[src/design/deq_pkg.sv]
// Shared types and codes for the double-ended queue.
package deq_pkg;

    localparam logic [2:0] OP_PUSH_FRONT = 3'd0;
    localparam logic [2:0] OP_PUSH_BACK  = 3'd1;
    localparam logic [2:0] OP_POP_FRONT  = 3'd2;
    localparam logic [2:0] OP_POP_BACK   = 3'd3;
    localparam logic [2:0] OP_PEEK_FRONT = 3'd4;
    localparam logic [2:0] OP_PEEK_BACK  = 3'd5;
    localparam logic [2:0] OP_SIZE       = 3'd6;
    localparam logic [2:0] OP_CLEAR      = 3'd7;

    localparam logic [1:0] ST_OK    = 2'd0;
    localparam logic [1:0] ST_EMPTY = 2'd1;
    localparam logic [1:0] ST_FULL  = 2'd2;

    // Commands from the controller to the datapath.
    typedef struct packed {
        logic latch;    // capture the input beat
        logic exec;     // apply the request to pointers and memory
        logic load;     // move the result into the output registers
    } deq_cmd_t;

endpackage

[src/design/deq_ctrl.sv]
// Request sequencer and output handshake control for the double-ended queue.
module deq_ctrl
(
    input  logic              clk,
    input  logic              rst_n,
    input  logic              in_valid,
    output logic              in_stall,
    output logic              out_valid,
    input  logic              out_stall,
    output deq_pkg::deq_cmd_t cmd
);

    localparam logic [1:0] S_IDLE = 2'd0;
    localparam logic [1:0] S_EXEC = 2'd1;
    localparam logic [1:0] S_DONE = 2'd2;

    logic [1:0] state_reg;
    logic [1:0] state_next;
    logic       out_valid_reg;
    logic       out_valid_next;

    always_comb
    begin
        cmd.latch = (state_reg == S_IDLE) && in_valid;
        cmd.exec  = (state_reg == S_EXEC);
        // result may enter the output slot once it is empty or being drained
        cmd.load  = (state_reg == S_DONE) && (!out_valid_reg || !out_stall);

        state_next = state_reg;
        case (state_reg)
            S_IDLE:
            begin
                if (cmd.latch)
                    state_next = S_EXEC;
            end
            S_EXEC:
            begin
                state_next = S_DONE;
            end
            S_DONE:
            begin
                if (cmd.load)
                    state_next = S_IDLE;
            end
            default:
            begin
                state_next = S_IDLE;
            end
        endcase

        out_valid_next = out_valid_reg;
        if (cmd.load)
            out_valid_next = 1'b1;
        else if (!out_stall)
            out_valid_next = 1'b0;
    end

    always_ff @(posedge clk or negedge rst_n)
    begin
        if (!rst_n)
        begin
            state_reg     <= S_IDLE;
            out_valid_reg <= 1'b0;
        end
        else
        begin
            state_reg     <= state_next;
            out_valid_reg <= out_valid_next;
        end
    end

    assign in_stall  = (state_reg != S_IDLE);
    assign out_valid = out_valid_reg;

endmodule

[config.mk]
export PLATFORM = sky130hd
export DESIGN_NAME = deq_ctrl
export DESIGN_NICKNAME = d
export VERILOG_FILES = /design/src/design/deq_pkg.sv /design/src/design/deq_ctrl.sv
export SDC_FILE = /design/constraint.sdc
export NUM_CORES = 1
export LEC_CHECK = 0
export CORE_AREA = 4 4 41 43
export DETAILED_ROUTE_END_ITERATION = 7
export DIE_AREA = 0 0 45 47
export DONT_BUFFER_PORTS = 1
export GPL_TIMING_DRIVEN = 0
export SLEW_MARGIN = 40
export SYNTH_ARGS = -nofsm -noshare
export SYNTH_HDL_FRONTEND = slang
export SYNTH_SLANG_ARGS = --single-unit
[constraint.sdc]
create_clock -name clk -period 1 [get_ports clk]
set_input_delay 0.05 -clock clk [delete_from_list [all_inputs] [get_ports clk]]
set_output_delay 0.05 -clock clk [all_outputs]
set_load 0.005 [all_outputs]
# Word-level counts from Yosys, hierarchy flattened
# Cells that the tools add are included.
word_totals:
  ff_bits: 3
  in_bits: 4
  output_inout_bits: 5
classes:
  eq_ne: 5
  muxes: 5
  n_reduce_logical: 8
op_table:
  columns: ["op", "count"]
  rows:
  - ["$pmux W2 S3", 1]
  - ["$mux W2", 2]
  - ["$ne A2 B2 Y1 const B", 2]
  - ["$eq A2 B1 Y1 const B", 1]
  - ["$eq A2 B2 Y1 const B", 1]
  - ["$logic_and A1 B1 Y1", 2]
  - ["$logic_not A1 Y1", 2]
  - ["$logic_not A2 Y1", 1]
  - ["$mux W1", 2]
  - ["$ne A2 B1 Y1 const B", 1]
  - ["$reduce_and A2 Y1", 1]
  - ["$reduce_bool A2 Y1", 1]
  - ["$logic_or A1 B1 Y1", 1]

# Logic depth before layout (Yosys ltp)
logic_depth:
  word_depth: 5
  mapped_depth: 3

# Least setup slack after synthesis
# Ideal clock, no wire load.
synth_timing:
  kind: "register to output"
  start: "register state_reg[0]"
  end: "output cmd[0] (netlist bit)"
  arrival_ns: 0.735
  slack_ns: 0.215
  path_stages_with_launch: 4
  path_buffers: 1
  path_cell_list: "dfrtp_1 > nand2b_1 > a21oi_1 > buf_4"
synth_lines:
  columns: ["element", "line", "rtl"]
  rows:
  - ["start: declaration", "deq_ctrl.sv:17", "logic [1:0] state_reg;"]
  - ["start signal: assignment", "deq_ctrl.sv:67", "state_reg <= state_next;"]
  - ["end: declaration", "deq_ctrl.sv:10", "output deq_pkg::deq_cmd_t cmd"]

==> summary.txt <==
Floorplan
  • Die area: 2120 sq um
  • Die Span X: 45 um
  • Initial core utilization: 10.8%
  • Core Area: 1300 sq um
  • I/O pin count: 9
  • Die height: 47 um
  • Row cnt: 13

Critical path
  • Startpoint types: flip-flop
  • Crit path DAT: 980 ps
  • CP max FO: 3
  • CP max stage delay: 380 ps
  • CP required: 950 ps
  • Critical Path Slowest Stage Cell: dfrtp_1
  • CP Cell Sequence: buf_4 > nand2b_4 > a21oi_2 > buf_4
  • Crit end category: primary output
  • Setup CP Type: flip-flop to primary output
  • CP dominant cell by count: buf_4

Finish
  • Max reg flops: 2
  • Fin nets: 28
  • Antenna Cells: 0
  • Sequential standard cell area: 75.1 sq um
  • Fraction of layout cells with a size suffix above 1: 47.8%
  • Final Instance Count excl. Fillers: 38
  • Layout area overhead: 72.3%
  • Fill count: 158
  • Multi-input gate area: 67.6 sq um

Logic synthesis
  • Post-Syn Instances: 15
  • Seq/Total Area, Yosys: 53.6%
  • Synth top area cells: dfrtp_1 54%, buf_4 11%, nand2_1 5.4%
  • Number of synthesized flops with an enable pin: 0
  • Most used DFF post-synth: dfrtp_1
  • Top cell type by total area after synthesis: dfrtp_1
  • Post-Syn Nets: 19
  • Top cells by count, synth: 3 x dfrtp_1, 2 x buf_4, 2 x nand2_1, 2 x nor2_1
  • Synthesized area per cell: 9.34 sq um
  • Most frequent cell after synthesis: dfrtp_1
  • Mapped cell area: 140 sq um
  • Cell variety after synth: 10
  • Syn. warnings: 0
  • Ys async rst share: 100%
  • Top cell type's share of synthesized area: 53.6%
  • Synth Register Bits: 3

Place
  • Placer's final routability congestion estimate: 0.584
  • Port-buffer cells: 0
  • DP Worst Slack: 179 ps
  • Dpl cells: 30

Clock network
  • Clock sinks: 3
  • Clock buffer depth: 2
  • Clk root buf: clkbuf_4
  • Clock Latency Late Sink: 230 ps
  • TritonCTS Buffers: 3
  • CTS tree: done
  • Worst-path clk slew: 40 ps
  • H-tree levels: 1

Power
  • LEAKAGE: 0.115 nW
  • PnR Total Power: 0.619 mW
  • Pwr/cell area: 2560 nW/um^2
  • Max VDD drop: 0.758 mV

Routing
  • Via count: 130
  • Drt first pass iters: 2
  • Drt total wl: 338 um
  • Initial DRC count: 1
  • Post-route ant nets: 0
  • Vias/cell: 3.42
  • Detail-routed net length per standard cell: 8.89 um
  • DRC viols: 0

STA
  • Max Fclk: 969 MHz
  • Unrepaired setup endpoints after global routing: true
  • Setup ws final: -32.5 ps
  • Slew @ Worst Pin: 143 ps
  • Final hold viol count: 0
  • Slew Limit Headroom: 90.4%
  • Setup violations, final: 2
  • Hold slack final: 7.18 ps
  • Post-route minimum period: 1030 ps
  • Fin. max-slew vios: 0
  • Post-route clock skew: 3.17 ps
  • Final Cycle Share: 103%

Global route
  • Vias in the first global route: 146
  • Largest net degree at the start of global routing: 4
  • Global Route Usage Sum: 4.51%
  • GR Overflow Total: 0
  • Initial antenna violation count: 0
  • First-pass GRT wire length: 579 um

Run status
  • Outcome: finished with violations
  • Failing checks: setup timing

Run
  • Max-cap viol count: 0

Hold path
  • Hold Path Class: primary input to flip-flop
-- layout by cell type, fill, tap and decap left out --
| master | count |
|---|---|
| buf_4 | 4 |
| dlygate4sd3_1 | 2 |
| a21oi_2 | 1 |
| nor2_4 | 1 |
| clkbuf_1 | 1 |
| nand2b_4 | 1 |
| dfrtp_1 | 3 |
| or2_4 | 1 |
| o21bai_1 | 1 |
| nor2_1 | 1 |
| nand2_1 | 2 |
| nor2b_1 | 1 |
| clkbuf_4 | 3 |
| inv_1 | 1 |
-- worst paths after layout --
kind                              start           end  slack [ps]  cells after the start
min in group asynchronous         rst_n     out_valid          70                      1
max                        state_reg[1]        cmd[0]         -30                      4
max in group asynchronous         rst_n  state_reg[1]         780                      1
max reg2reg                state_reg[1]  state_reg[1]         130                      4
min reg2reg                   out_valid     out_valid         570                      2
min                            in_valid  state_reg[0]           7                      2
-- stage by stage --
| stage | cell area, sq um | util [%] | setup TNS [ps] |
|---|---|---|---|
| after floorplan | 140 | - | 0 |
| after global placement | 159 | 12.2 | 0 |
| final | 241 | 18.6 | -52.9 |
| after global routing | 241 | 18.6 | -242 |
| after CTS | 230 | 17.7 | -112 |
| after detailed placement | 159 | 12.2 | 0 |
-- metal layers --
| metal | vias to the layer above | share of wire, % | global-route usage (%) |
|---|---|---|---|
| li1 | 60 | - | - |
| met1 | 61 | 34 | 3.66 |
| met2 | 9 | 44 | 5.37 |
| met3 | 0 | 22 | 4.98 |
| met4 | 0 | 0 | 5.26 |
| met5 | - | 0 | 0 |
-- cells by family (layout without fill, tap and decap cells) --
logic type | count (synthesis) | count (layout) | synth area share (%)
simple gates | 7 | 7 | 24.1
compound gates | 2 | 2 | 8.93
buf+inv | 3 | 11 | 13.4
flops | 3 | 3 | 53.6
-- power breakdown --
part | internal (mW) | switching (mW) | total (mW)
clock network | 0.149 | 0.0603 | 0.210
logic | 0.124 | 0.0921 | 0.216
registers | 0.160 | 0.0327 | 0.193
-- layout make-up --
class | instances | share of cell area, %
repair buffers | 4 | 14.5
well taps | 15 | 7.77
flip-flops and latches | 3 | 31.1
multi-input cells | 9 | 28.0
clock buffers | 4 | 10.9
inverters | 1 | 1.55
plain buffers | 2 | 6.22
-- what timing repair did --
action,CTS,global route
endpoints found under the setup margin,2,3
endpoints found under the hold margin,4,0
resized for setup,4,1
pin swaps,2,2
hold buffers,2,0
buffers inserted,1,1
-- worst max-delay path: cells and delay by family (launching register included) --
| family | cells | cell delay [ps] |
|---|---|---|
| flip-flops | 1 | 380 |
| buffers and inverters | 2 | 270 |
| AND/OR/NAND/NOR | 1 | 70 |
| AO/OA/AOI/OAI | 1 | 30 |
Note: power is estimated with default switching activity, not from simulation.
